$ cat src/hdl/bsd_pkg.sv
// body sleep detector: shared types, register codes and helpers
// no dependencies
package bsd_pkg;

	localparam int unsigned BSD_MAX_BODIES = 256;
	localparam int unsigned IDX_W          = 8;
	localparam int unsigned MOT_W          = 32;
	localparam int unsigned CNT_W          = 8;
	localparam int unsigned CFG_IDX_W      = 2;
	localparam int unsigned CFG_DATA_W     = 32;
	// depth that an 8 bit index can reach
	localparam int unsigned IDX_SPAN       = 256;

	// register indexes on the configuration port
	localparam logic [CFG_IDX_W-1:0] REG_MIN_BIAS   = 2'd0;
	localparam logic [CFG_IDX_W-1:0] REG_SLEEP_LIM  = 2'd1;
	localparam logic [CFG_IDX_W-1:0] REG_WAKE_LIM   = 2'd2;

	// reset values: 0.9 in Q0.16, 0.08 and 0.18 in Q16.16
	localparam logic [15:0]      MIN_BIAS_RST  = 16'd58982;
	localparam logic [MOT_W-1:0] SLEEP_LIM_RST = 32'd5243;
	localparam logic [MOT_W-1:0] WAKE_LIM_RST  = 32'd11796;

	// item kinds
	localparam logic CMD_UPDATE  = 1'b0;
	localparam logic CMD_COLLIDE = 1'b1;

	typedef struct packed {
		logic             asleep;
		logic [MOT_W-1:0] motion;
		logic [CNT_W-1:0] count;
	} bsd_entry_t;

	// controller to datapath
	typedef struct packed {
		logic load;
		logic minmax_en;
		logic mul_en;
		logic commit;
	} bsd_ctl_t;

	// datapath to controller
	typedef struct packed {
		logic need_mix;
	} bsd_sts_t;

	// magnitude of a signed Q8.8 value; -32768 maps to 32768, still 16 bits
	function automatic logic [15:0] mag16(input logic [15:0] v);
		logic [15:0] r;
		r = v[15] ? (~v + 16'd1) : v;
		return r;
	endfunction

endpackage

$ cat src/hdl/bsd_ctrl.sv
// controller: sequences one word through read, the mix stages when needed, and commit
// drives the input stall and output valid; uses bsd_pkg
module bsd_ctrl (
	input  logic              clk,
	input  logic              arst_n,
	input  logic              in_valid,
	input  logic              out_stall,
	input  bsd_pkg::bsd_sts_t sts,
	output bsd_pkg::bsd_ctl_t ctl,
	output logic              in_stall,
	output logic              out_valid
);
	import bsd_pkg::*;

	typedef enum logic [1:0] {
		ST_IDLE,
		ST_MINMAX,
		ST_MUL,
		ST_FIN
	} state_t;

	state_t state_q;
	logic   in_stall_q;
	logic   out_valid_q;

	always_comb begin
		ctl.load      = in_valid && !in_stall_q;
		ctl.minmax_en = (state_q == ST_MINMAX);
		ctl.mul_en    = (state_q == ST_MUL);
		// result register free, or being emptied this cycle
		ctl.commit    = (state_q == ST_FIN) && (!out_valid_q || !out_stall);
	end

	always_ff @(posedge clk or negedge arst_n) begin
		if (!arst_n) begin
			state_q     <= ST_IDLE;
			in_stall_q  <= 1'b0;
			out_valid_q <= 1'b0;
		end else begin
			if (ctl.commit) begin
				out_valid_q <= 1'b1;
			end else if (!out_stall) begin
				out_valid_q <= 1'b0;
			end
			case (state_q)
				ST_IDLE: begin
					if (ctl.load) begin
						state_q    <= sts.need_mix ? ST_MINMAX : ST_FIN;
						in_stall_q <= 1'b1;
					end
				end
				ST_MINMAX: state_q <= ST_MUL;
				ST_MUL:    state_q <= ST_FIN;
				ST_FIN: begin
					if (ctl.commit) begin
						state_q    <= ST_IDLE;
						in_stall_q <= 1'b0;
					end
				end
				default: state_q <= ST_IDLE;
			endcase
		end
	end

	assign in_stall  = in_stall_q;
	assign out_valid = out_valid_q;

endmodule

$ cat config.mk
export PLATFORM = sky130hd
export DESIGN_NAME = bsd_ctrl
export DESIGN_NICKNAME = d
export VERILOG_FILES = /design/src/hdl/bsd_pkg.sv /design/src/hdl/bsd_ctrl.sv
export SDC_FILE = /design/constraint.sdc
export NUM_CORES = 1
export LEC_CHECK = 0
export ABC_AREA = 1
export BUFFER_PORTS_ARGS = -buffer_cell sky130_fd_sc_hd__buf_2
export CAP_MARGIN = 20
export CORE_AREA = 2 2 39 41
export DETAILED_ROUTE_END_ITERATION = 7
export DIE_AREA = 0 0 41 43
export SYNTH_ARGS = -nofsm -noshare
export SYNTH_HDL_FRONTEND = slang
export SYNTH_SLANG_ARGS = --single-unit
$ cat constraint.sdc
create_clock -name clk -period 2.9 [get_ports clk]
set_clock_uncertainty 0.2 [all_clocks]
set_input_delay 0.145 -clock clk [delete_from_list [all_inputs] [get_ports clk]]
set_output_delay 0.145 -clock clk [all_outputs]
set_load 0.02 [all_outputs]
## Yosys cells after proc, flatten, opt, wreduce, memory -nomap -nowiden

Cells that the tools add are included.

| word-level totals | value |
|---|---|
| word-level logic and storage cells | 28 |
| memories kept | 0 |
| input bits | 5 |
| RAM bits | 0 |
| output and inout port bits | 6 |
| ROM bits | 0 |
| latch bits | 0 |
| flip-flop bits (word level) | 4 |

| operators by class | value |
|---|---|
| order comparisons | 0 |
| reductions and logical operators | 10 |
| bitwise operators | 0 |
| mux-type cells | 9 |
| equality and inequality tests | 6 |
| multipliers | 0 |
| shift-type cells | 0 |
| div/mod/pow operators | 0 |
| add/subtract/negate cells | 0 |

Operators by type and width:

| kind | count |
|---|---|
| case mux 2 bit (4 select lines) | 1 |
| two-way mux 2 bit | 3 |
| equality test 2 bit (second input constant) | 2 |
| two-way mux 1 bit | 4 |
| inequality test 2 bit (second input constant) | 2 |
| zero test 1 bit | 3 |
| AND reduction 3 bit | 1 |
| equality test 2 x 1 -> 1 bit (second input constant) | 1 |
| logical AND 1 bit | 2 |
| zero test 2 bit | 1 |
| inequality test 2 x 1 -> 1 bit (second input constant) | 1 |
| case mux 1 bit (2 select lines) | 1 |
| AND reduction 2 bit | 1 |
| nonzero test 2 bit | 1 |
| logical OR 1 bit | 1 |

## Depth between registers and ports, before layout

Gate-level depths: netlist (run 1).

| logic depth | value |
|---|---|
| word-level depth | 5 |
| mapped depth | 6 |
| depth with buffers taken out | 6 |

## Worst setup path after synthesis (run 1)

OpenSTA, ideal clock, no wires.

| timing path | value |
|---|---|
| path type | register to register |
| from | register state_q[0] |
| to | register state_q[1] |
| arrival | 0.935 ns |
| data required time | 2.577 ns |
| setup slack | 1.641 ns |
| setup time | 0.123 ns |
| period minus slack after synthesis | 1.259 ns |
| cell stages (with the launch flop) | 5 |
| buffers on the path | 0 |
| cells stage by stage | dfrtp_1 inv_1 ha_1 o21ai_0 o21ai_1 |

| on the way | value |
|---|---|
| cells in the longest elaborated chain, start to end | 4 |
| elaborated cells on any way between the ends | 9 |
| classes of those cells | eq/ne (5); mux (1); reduce/logical (3) |

RTL lines:

| what | line | RTL |
|---|---|---|
| from (decl) | bsd_ctrl.sv:22 | `state_t state_q;` |
| from (signal assigned) | bsd_ctrl.sv:48 | `state_q <= sts.need_mix ? ST_MINMAX : ST_FIN;` |
| equality test 2 bit | bsd_ctrl.sv:31, bsd_ctrl.sv:45 |  |
| logical AND 1 bit | bsd_ctrl.sv:31 | `ctl.commit = (state_q == ST_FIN) && (!out_valid_q \|\| !out_stall);` |
| inequality test 2 bit (no line) | - |  |
| AND reduction 2 bit (no line) | - |  |

Parallel ways exist; a longest one is shown, timed or not.
A chain may end at the register's enable or synchronous reset.

==> impl_summary.md, run 1 <==
Placed design
The count of input and output buffers is 10. Once detailed placement completed, the half-perimeter wirelength came to around 450 um. The instance area after placement is ~350 um2. The last weighted congestion value of the routability-driven placer is between 0.7 and 0.8.

Die
The core region is about 1400 um2. The initial core utilization is 0.200. The overall die height is 43 um. The number of top-level pins is 11. The die footprint is 1760 um2. The chip width is between 40 and 50 um. The number of rows created at floorplan is 14.

STA
The worst path needs 1.53 ns of the cycle, external delays included. The final number of hold-violating endpoints is 0. For this run, the top clock speed supported by timing is about 650 MHz. The worst pin sits at a relative slew slack of 0.901.

At the pin with the least slew margin, the transition time is 0.147 ns. In the final timing run, aggregate negative setup slack is 0 ns. The final-report max-slew violation count is 0.

Setup repair after global routing left no endpoint under its margin. In the finished design, the share of the clock period the worst path needs comes to 0.527. Setup violations remaining at the end of the flow were counted as 0.

CTS
In this run, post-CTS repair resized a total of 0 instances. In this run the number of H-tree levels came out at 1. The later pin in the worst-skew pair is clocked with a latency of around 0.23 ns. The number of buffers created by CTS is 3. Clock tree synthesis selected as its root buffer the cell clkbuf_4.

The clock passes through at most 2 buffers. The CTS clock-pin slew for the worst setup and hold paths is 0.04 ns. TritonCTS built the clock tree. The post-CTS repair timing setup buffer count is 0.

The CTS sink count is 4.

Route
After the first detailed-routing iteration, the DRC count stood at 1. The first TritonRoute pass finished after 2 iterations. In the routed design, unresolved DRC markers number 0. The via density per instance is 3.89. The detail-routed net length per standard cell is 8.46 um.

The routed via count is 245. After detailed routing, the total wire length is 533 um. The met3 layer wire length in the routed design is just under 60 um. The met1 layer wirelength in the final routing is roughly 250 um. The detailed-routed wire length on met2 is 219 um. The detailed router used layers up to and including met3. Once detail routing completed, the nets flagged for antenna violations numbered 0.

Power
Summed over all nets, the switching power comes to 201 uW. In this run the static leakage power is 0.217 nW. The share of total power in combinational logic is 0.574. Of the total power, the share spent switching nets is 0.475.

The cell-internal power is about 220 uW. The worst-case vdd ir drop is between 300 and 400 uV. In this run the power density over the cells is 1090 nW/um2. The share of total power dissipated in sequential elements is 0.270. The relative contribution of the clock network to total power is 0.156.

Global route
The via count of the first global-routing pass came to roughly 250. Entering global routing, the biggest net connects 5 pins. The total congestion overflow is 0. The first global-routing pass estimated 917 um of wire.

The number of antenna violations at the first check in global routing is 0. The total routing resource utilization after global routing is 0.0814.

Synthesis
The average footprint of a synthesized cell is 8.64 um2. The cell area after technology mapping is 277 um2. The xor and xnor fraction of the mapped netlist area is 0.

The post-synthesis share of cell area spent on full adders, half adders and majority gates is 0.226. The main combinational cell family by area after synthesis is simple AND/OR/NAND/NOR gates. Ranked by total cell area, the synthesized netlist is headed by dfrtp_1, ha_1, nand2_1. The fraction of synthesized area in multiplexers is 0. The simple-gate area share of the yosys netlist is 0.240. The count of mapped cells out of synthesis is 32. Synthesis produced a netlist with a net count of 42. The number of distinct library cells after synthesis is 14.

Yosys printed 0 warnings. Of the post-synthesis cell area, the dominant cell type holds 0.362. dfrtp_1 takes more of the synthesized area than any other cell. The flip-flop and latch count after synthesis is 4.

The synthesized-area fraction occupied by ao, oa, aoi and oai cells is 0.104. The share of synthesized area occupied by flip-flops and latches is 0.362.

Critical path
Data arrives at the worst endpoint at 1.18 ns. The critical path endpoint category is an output port. The required time of the critical path is 2.56 ns. The setup path with the least slack is of type reg2out.

In this run the worst path has a maximum fanout of 4. STA classifies the critical path startpoint as a register.

Finish
The final layout contains 59 nets. For this run, the share of the core covered by cells in the final layout is 0.281. The number of antenna cells inserted is 0. The share of cells above drive strength 1 is 0.426. The area growth from synthesis to layout is 40.7%.

The finished layout cell area is a little under 400 um2.

Min path
The type of the most critical hold path is in2reg.

Job
The number of max-cap violations is 0.

Status
The run finished with clean final reports.
[power groups by stage]
stage	Combinational (mW)	Clock (mW)	Sequential (mW)
CTS	0.249	0.0705	0.115
global placement	0.244	0	0.113
global route	0.279	0.0737	0.119
floorplan	0.170	0	0.126
detailed placement	0.245	0	0.115
finish	0.243	0.0661	0.114
[critical path, stage by stage (launching register included)]
cell and delay [ns]:
dfrtp_1 0.41, ha_1 0.24, nand2_1 0.11, inv_1 0.04, buf_2 0.15
[cells in the final DEF, fill, tap and decap left out, types with 2 or more instances in the layout]
cell           netlist  final
buf_2                0     10
clkbuf_4             0      3
dfrtp_1              4      4
dlygate4sd3_1        0      2
ha_1                 5      5
inv_1                4      4
nand2_1              6      6
nand2_2              3      3
o21ai_1              2      2
[per-stage QoR]
step / instances / power, mW / hold WS (ns) / setup WS (ns)
floorplan: 32 / 0.297 / -0.351 / 1.64
global placement: 58 / 0.357 / -0.247 / 1.58
detailed placement: 58 / 0.361 / -0.243 / 1.55
CTS: 63 / 0.435 / 0.0172 / 1.35
global route: 63 / 0.472 / 0.0259 / 1.30
finish: 63 / 0.424 / 0.0153 / 1.37
[synthesized netlist by cell type]
library cell / instances
a21oi_1: 1
a21oi_2: 1
dfrtp_1: 4
ha_1: 5
inv_1: 4
inv_2: 1
nand2_1: 6
nand2_2: 3
nand3_1: 1
nand3_2: 1
nor2_1: 1
nor2_2: 1
o21ai_0: 1
o21ai_1: 2
[layer usage]
metal / track usage / vias to the layer above
li1: - / 133
met3: 0.0785 / 0
met2: 0.109 / 11
met5: 0 / -
met1: 0.0903 / 101
met4: 0.0200 / 0
[cell type report]
class | count | area (um2)
Inverter | 5 | 18.8
Multi-Input combinational cell | 23 | 158
Clock buffer | 3 | 22.5
Timing Repair Buffer | 12 | 70.1
Fill cell | 157 | 995
Tap cell | 16 | 20.0
Sequential cell | 4 | 100
[sequential cells by signal, summed over array words and instances, names as in the netlist]
name,cells
out_valid,1
in_stall,1
state_q,2
[worst paths after layout]
kind	from	end	slack, ns	depth (start not counted)
setup reg to reg	state_q[0]	state_q[1]	1.55	4
hold / removal	sts	state_q[1]	0.02	4
hold reg to reg	out_valid	out_valid	0.34	2
max in group asynchronous	arst_n	out_valid	2.33	2
setup / recovery	state_q[0]	ctl[0]	1.37	4
min in group asynchronous	arst_n	state_q[1]	0.05	2
[logic make-up (layout without fill, tap and decap cells)]
family / count (synthesis) / count (layout)
AO/OA/AOI/OAI: 5 / 5
adder cells (fa/ha/maj): 5 / 5
buffers and inverters: 5 / 20
flip-flops: 4 / 4
AND/OR/NAND/NOR: 13 / 13
[timing repair]
action	in CTS	in global routing
endpoints found under the hold margin	5	0
endpoints found under the setup margin	0	0
hold buffers	2	0
No activity file was read; power rests on OpenSTA's default activity.
==> run 2: changes to the inputs <==
clock period = 1.3 ns   (was 2.9 ns; I/O delays follow)
==> run 2 against run 1 <==
The flow now finishes with violations (negative hold slack, negative setup slack). Non-clock buffer count is 6 higher. Via count is 13% higher. Flip-flop and latch count stayed put. First-iteration DRC count grew to 4.0 times the previous value. Sequential power is 130% higher. Largest power group unchanged.
==> impl_summary.md, run 2 (synthesized netlist as in run 1, its figures left out) <==
Critical path
Walking the worst path, the cells encountered are buf_6 > ha_4 > buf_6. At the worst endpoint, the arrival time is ~1.1 ns. The required time of the critical path is 1.03 ns. The most numerous cell type found on the critical path is buf_6. The largest fanout on the critical path is 3.

The startpoint type of the worst setup path is a register. The class of the most critical setup path is reg2out. The worst register-to-register path begins at state_q[0].

The cell at the slowest stage of the critical path is dfrtp_1. In this run the critical register-to-register path is captured at state_q[1]. In this design, the stage delay of the slowest critical-path cell is ~0.41 ns.

The register-to-register setup slack is -0.02 ns. The worst register-to-register path has a depth of 4. The critical path endpoint category is an output port.

Placed design
Detailed placement ended at an HPWL of around 480 um. The post-placement setup slack is -0.0390 ns. In this run the cell area measured after placement is approximately 350 um2.

The last weighted congestion value of the routability-driven placer is 0.765. Buffers placed on the I/O ports in this run total 10.

Finish
Summing all non-filler instances in the final layout gives an area of 504 um2. The number of antenna cells inserted is 0. The register with the most flip-flops is state_q. Leaving out fill and tap cells, the most frequent cell in the layout is buf_2. The fill cell total of the finished layout is 149. The area growth from synthesis to layout is 82.4%. The share of cells above drive strength 1 is 0.660. In the layout the commonest cells are buf_2, buf_6.

The number of nets in the finished design is 65. The flip-flop count of the largest register, all copies and words added is 2.

Power
Summed over all nets, the switching power comes to 578 uW. Of the total power, registers draw 0.204. The switching fraction of total power is 0.447. The relative contribution of the clock network to total power is 0.122.

Summed over all cells, the static leakage comes to 0.245 nW. The worst-case vdd ir drop is 1010 uV. The internal power of the cells totals about 720 uW. The share of total power in combinational logic is 0.674.

Power spread over the standard cell area amounts to around 2600 nW/um2.

STA
Setup violations remaining at the end of the flow were counted as 4. The sum of negative setup slack is -0.132 ns. At the pin with the least slew margin, the transition time is 0.212 ns.

The maximum frequency from static timing analysis is between 700 and 800 MHz. The final-report max-slew violation count was 0. The post-layout worst setup margin is -0.0411 ns.

The share of the cycle needed by the critical path after routing is 1.03. For the finished layout, the period the worst path requires is approximately 1.3 ns. The worst pin sits at a relative slew slack of 0.858.

The worst hold slack after final layout is -0.0618 ns. Setup repair after global routing could not meet its margin everywhere. The final number of hold-violating endpoints is 2.

CTS
The clock passes through at most 2 buffers. The CTS sink count is 4. The insertion delay of the later-clocked pin in the worst-skew pair is 0.24 ns. The maximum level of the CTS H-tree is 1. The cell sitting at the root of the clock tree is a clkbuf_4. After clock tree synthesis, the clock-pin slew on the worst setup and hold paths is 0.04 ns. The number of hold-repair buffers added at the cts stage is 4. The number of buffers created by CTS is 3.

The clock tree from TritonCTS is yes.

Die
The initial core utilization is 0.200. The core region is 1380 um2. The overall die height is between 40 and 50 um.

The number of rows created at floorplan is 14. The chip width is 41 um. The number of top-level pins is 11. The die covers 1760 um2.

Status
The run finished, with violations left. The checks that failed: negative hold slack, negative setup slack.

Job
The number of max-cap violations is 0.

Global route
The via count of the first global-routing pass is between 200 and 300. The number of antenna violations at the first check in global routing is 0. The wire length of the first global-routing pass is 1130 um. For this run, the total global-route usage over all layers was measured as 0.103. The total congestion overflow is 0. The largest net degree at the start of global routing is 5.

Route
The count of antenna-violating nets left after detailed routing is 0. The total DRC errors in the routed layout is 0. The final layout contains routed wiring with a total length of 706 um. For this block, the initial DRC count from the detailed router was 4.

The routed via count is 277. The total iterations of the first detailed-routing run is 4. Using the TritonRoute via totals, the vias-per-cell ratio works out to 4.01. The detail-routed net length per standard cell is between 10 and 15 um.

Min path
The hold path endpoint is out_valid. In this run the worst hold path is classified as in2reg. The startpoint identified for the worst hold timing path is out_stall.

The cell count of the worst hold path is 3.
==> run 2: stage by stage <==
step / power, mW / cells / util
after floorplan: 0.662 / 32 / -
after global placement: 0.812 / 59 / 0.256
after detailed placement: 0.830 / 59 / 0.256
after CTS: 1.21 / 69 / 0.351
after global routing: 1.41 / 69 / 0.364
final: 1.29 / 69 / 0.364
==> run 2: what timing repair did <==
item / CTS / global route
setup endpoints to repair: 4 / 6
pin swaps: 2 / 2
resized for setup: 15 / 7
hold endpoints to repair: 7 / 1
setup buffers: 3 / 1
==> run 2: power by group through the flow <==
| stage | Clock, mW | Combinational (mW) | Sequential, mW |
|---|---|---|---|
| floorplan | 0 | 0.380 | 0.281 |
| finish | 0.158 | 0.872 | 0.263 |
| CTS | 0.163 | 0.789 | 0.255 |
| global route | 0.178 | 0.959 | 0.269 |
| detailed placement | 0 | 0.579 | 0.251 |
| global placement | 0 | 0.566 | 0.246 |
==> run 2: final cells by class <==
| type | count | area, um2 | share of cell area |
|---|---|---|---|
| Timing Repair Buffer | 18 | 144 | 0.285 |
| Clock buffer | 3 | 22.5 | 0.0447 |
| Tap cell | 16 | 20.0 | 0.0397 |
| Inverter | 5 | 18.8 | 0.0372 |
| Multi-Input combinational cell | 23 | 199 | 0.395 |
| Sequential cell | 4 | 100 | 0.199 |
==> run 2: per-layer routing <==
layer | global-route usage | vias up | part of all wire
met3 | 0.0314 | 0 | 0.061
li1 | - | 142 | -
met1 | 0.123 | 126 | 0.43
met4 | 0.100 | 0 | 0
met2 | 0.134 | 9 | 0.51
met5 | 0 | - | 0
==> run 2: how the worst max path moves through the flow <==
stage               startpoint    endpoint  slack [ns]  cells past startpoint
floorplan           state_q[0]  state_q[1]        0.04                      4
global placement    state_q[1]  state_q[1]        0.01                      4
detailed placement  state_q[1]  state_q[1]       -0.04                      4
CTS                 state_q[1]  state_q[1]       -0.05                      4
global route        state_q[1]      ctl[1]       -0.08                      3
finish              state_q[1]      ctl[1]       -0.04                      3
==> run 2: critical path, delay by kind of cell (launching register included) <==
| kind | cells | cell delay [ns] |
|---|---|---|
| fa+ha+maj | 1 | 0.15 |
| buf+inv | 2 | 0.26 |
| flops | 1 | 0.41 |
==> run 3: changes to the inputs <==
PLACE_DENSITY = 0.53   (was not set)
==> run 3 against run 2 <==
The run still ends with negative hold slack, negative setup slack left. Non-clock buffer count fell by 1. Clock-buffer cell count is the same. Power up 1.3%. Utilization increased by 2.4 points. Critical path depth is 1 higher. Register-to-register slack hardly changed. Hold slack worse by 0.0023 ns. Largest cell class unchanged. Largest power group unchanged. Highest routed layer unchanged.
==> impl_summary.md, run 3 (synthesized netlist as in run 1, its figures left out) <==
Placed design
In this run the cell area measured after placement is 354 um2. After legalization and detailed placement, the total HPWL measured ~430 um. Routability-driven placement finished with a final weighted congestion of 0.698. The count of buffers added on input and output ports is 10.

Route
After detailed routing, the number of remaining DRC violations is 0. After detailed routing, the wire length on met1 is around 290 um. The routed layout has 273 vias. After detailed routing, the met2 layer carries 296 um of wire. The count of antenna-violating nets left after detailed routing is 0. In the routed layout, each cell is associated on average with a via count of 4.01. Summed over all layers, the routed wires come to 626 um. The initial DRC count is 0. For this run, the detailed router's first-pass iteration total came to 1. The met3 layer wire length in the routed design is 40 um.

Dividing the detail-routed wire length by the instance count gives 9.21 um. In this run the top signal layer used is met3.

Critical path
Counting both buffers and inverters, the worst setup path holds a total of 2. For flop-to-flop paths, the worst setup slack is -0.02 ns. The worst register-to-register path begins at state_q[1]. For the worst setup path, the data required time is approximately 1.0 ns. The kind of cell adding the most delay to the critical path is flip-flops. For this run, the slowest stage of the critical path takes 0.45 ns. The number of cells on the worst reg-to-reg path is 6.

The class of the most critical setup path is reg2out. The critical path endpoint category is an output port. The largest fanout on the critical path is 4. The critical path endpoint is ctl[0].

Tracing the worst setup path back leads to its startpoint at state_q[1]. The number of gates on the worst path with buffers counted is 4. The startpoint type of the worst setup path is a register. The signal on the critical path passes through ha_4 > nand2_4 > inv_2 > buf_6.

On the critical path, the stage with the largest delay is an instance of dfrtp_2. The endpoint identified for the worst register-to-register timing path is state_q[1]. STA puts the critical path data arrival time at 1.07 ns.

Power
Power spread over the standard cell area amounts to 2440 nW/um2. The leakage dissipation is 0.246 nW. The total power is 1.31 mW. Of the total power, the share spent switching nets is 0.452. The share of total power dissipated in sequential elements is 0.226. The net load switching power is 592 uW. The cell-internal power is 719 uW.

IR analysis of the VDD net gives a maximum drop of 975 uV. The share of total power dissipated in combinational logic is 0.657. The relative contribution of the clock network to total power is 0.117.

STA
Summed over all failing endpoints, the final setup total negative slack is -0.123 ns. The minimum clock period is 1.33 ns. The maximum frequency from static timing analysis is 750 MHz. Across all hold checks on the routed design, the worst slack comes to -0.0642 ns. Setup violations remaining at the end of the flow were counted as 5. The slew at the pin closest to its max-slew limit is ~0.20 ns. Once routing completed, OpenROAD measured the worst setup slack at -0.0338 ns.

Setup repair after global routing could not meet its margin everywhere. In the finished design, the share of the clock period the worst path needs comes to 1.03. The relative slew slack is 0.865. The final number of hold-violating endpoints was 1. The final-report max-slew violation count is 0.

Global route
The total routing resource utilization after global routing is 0.0918. The largest net degree at the start of global routing is 5. The number of antenna violations at the first check in global routing came to 0. After global routing the overflow that remains totals 0. The via count of the first global-routing pass was 260. The first global-routing pass estimated about 1000 um of wire.

Die
The chip width is 41 um. The initial core utilization is 0.200. The die is 43 um tall. The floorplan step defined a die boundary enclosing 1760 um2. The number of top-level pins is 11. The area of the core region is 1380 um2. After floorplanning, the core was divided into 14 placement rows.

Finish
Summing all non-filler instances in the final layout gives an area of 538 um2. At the end of the flow, the number of nets in the layout was 64. The flip-flop count of the largest register, all copies and words added is 2. The register with the most flip-flops is state_q. In the final layout, the share of cells above drive strength 1 is 0.712. 0 antenna diodes ended up in the layout. The top cell types in the final layout, fill and taps aside, are buf_2, buf_6, nand2_1, dlygate4sd3_1. The area growth from synthesis to layout is 94.6%.

CTS
CTS built an H-tree with a depth of 1. The clock reaches the later pin of the worst-skew pair after 0.23 ns. TritonCTS built the clock tree. The CTS sink count is 4. The maximum number of buffers from clock root to sink is 2. Buffers inserted during clock tree synthesis total 3. The number of hold-repair buffers added at the cts stage is 5.

The cell at the root of the clock tree is clkbuf_4. Clock-pin slew was measured on the worst setup and hold paths at approximately 0.040 ns.

Status
The checks that failed: negative hold slack, negative setup slack. The run finished, with violations left.

Min path
The path class of the tightest hold or removal check is in2reg.

Job
The number of max-cap violations is 0.
run 3: changes by cell type in the layout (fill, tap and decap cells not counted), sizes merged:
cell and change:
dlygate4sd3 +1, buf -2
run 3: worst register-to-register path: stages, from the launching register on:
cell and delay (ns):
dfrtp_2 0.45, ha_4 0.19, buf_4 0.13, nand3_4 0.07, nand2_4 0.06, nand2_1 0.05, o21ai_1 0.05
run 3: power by group through the flow:
stage / Clock, mW / Sequential [mW] / Combinational, mW
after CTS: 0.166 / 0.253 / 0.731
after global placement: 0 / 0.247 / 0.577
final: 0.154 / 0.296 / 0.861
after detailed placement: 0 / 0.247 / 0.579
after floorplan: 0 / 0.281 / 0.380
after global routing: 0.174 / 0.303 / 0.955
run 3: cell type report:
| type | instances | area [um2] |
|---|---|---|
| Clock buffer | 3 | 22.5 |
| Fill cell | 143 | 846 |
| Inverter | 5 | 21.3 |
| Multi-Input combinational cell | 23 | 228 |
| Sequential cell | 4 | 103 |
| Tap cell | 16 | 20.0 |
| Timing Repair Buffer | 17 | 144 |
run 3: timing repair:
action	in CTS	in global routing
endpoints found under the hold margin	7	1
setup buffers	2	1
gates resized for setup	13	18
endpoints found under the setup margin	4	7
pin swaps	3	5
run 3: metrics by stage:
stage          hold WS, ns  instances  utilization  setup WS, ns
6_report           -0.0642         68        0.389       -0.0338
3_3_place_gp        -0.324         59        0.256        0.0256
3_5_place_dp        -0.325         59        0.256       -0.0212
2_1_floorplan       -0.431         32            -        0.0412
5_1_grt            -0.0603         68        0.389       -0.0855
4_1_cts              0.362         69        0.341       -0.0531
run 3: how the worst min path moves through the flow:
stage,cells after the start,startpoint,slack (ns),endpoint
floorplan,0,arst_n,-0.43,in_stall
finish,3,out_stall,-0.06,out_valid
global route,3,out_stall,-0.06,out_valid
CTS,2,out_valid,0.36,out_valid
detailed placement,1,arst_n,-0.33,state_q[0]
global placement,1,arst_n,-0.32,state_q[1]
run 3: metal layers:
| metal | vias to the layer above | global-route usage |
|---|---|---|
| met3 | 0 | 0.0471 |
| met1 | 123 | 0.108 |
| met2 | 9 | 0.134 |
| met4 | 0 | 0.0400 |
| li1 | 141 | - |
| met5 | - | 0 |
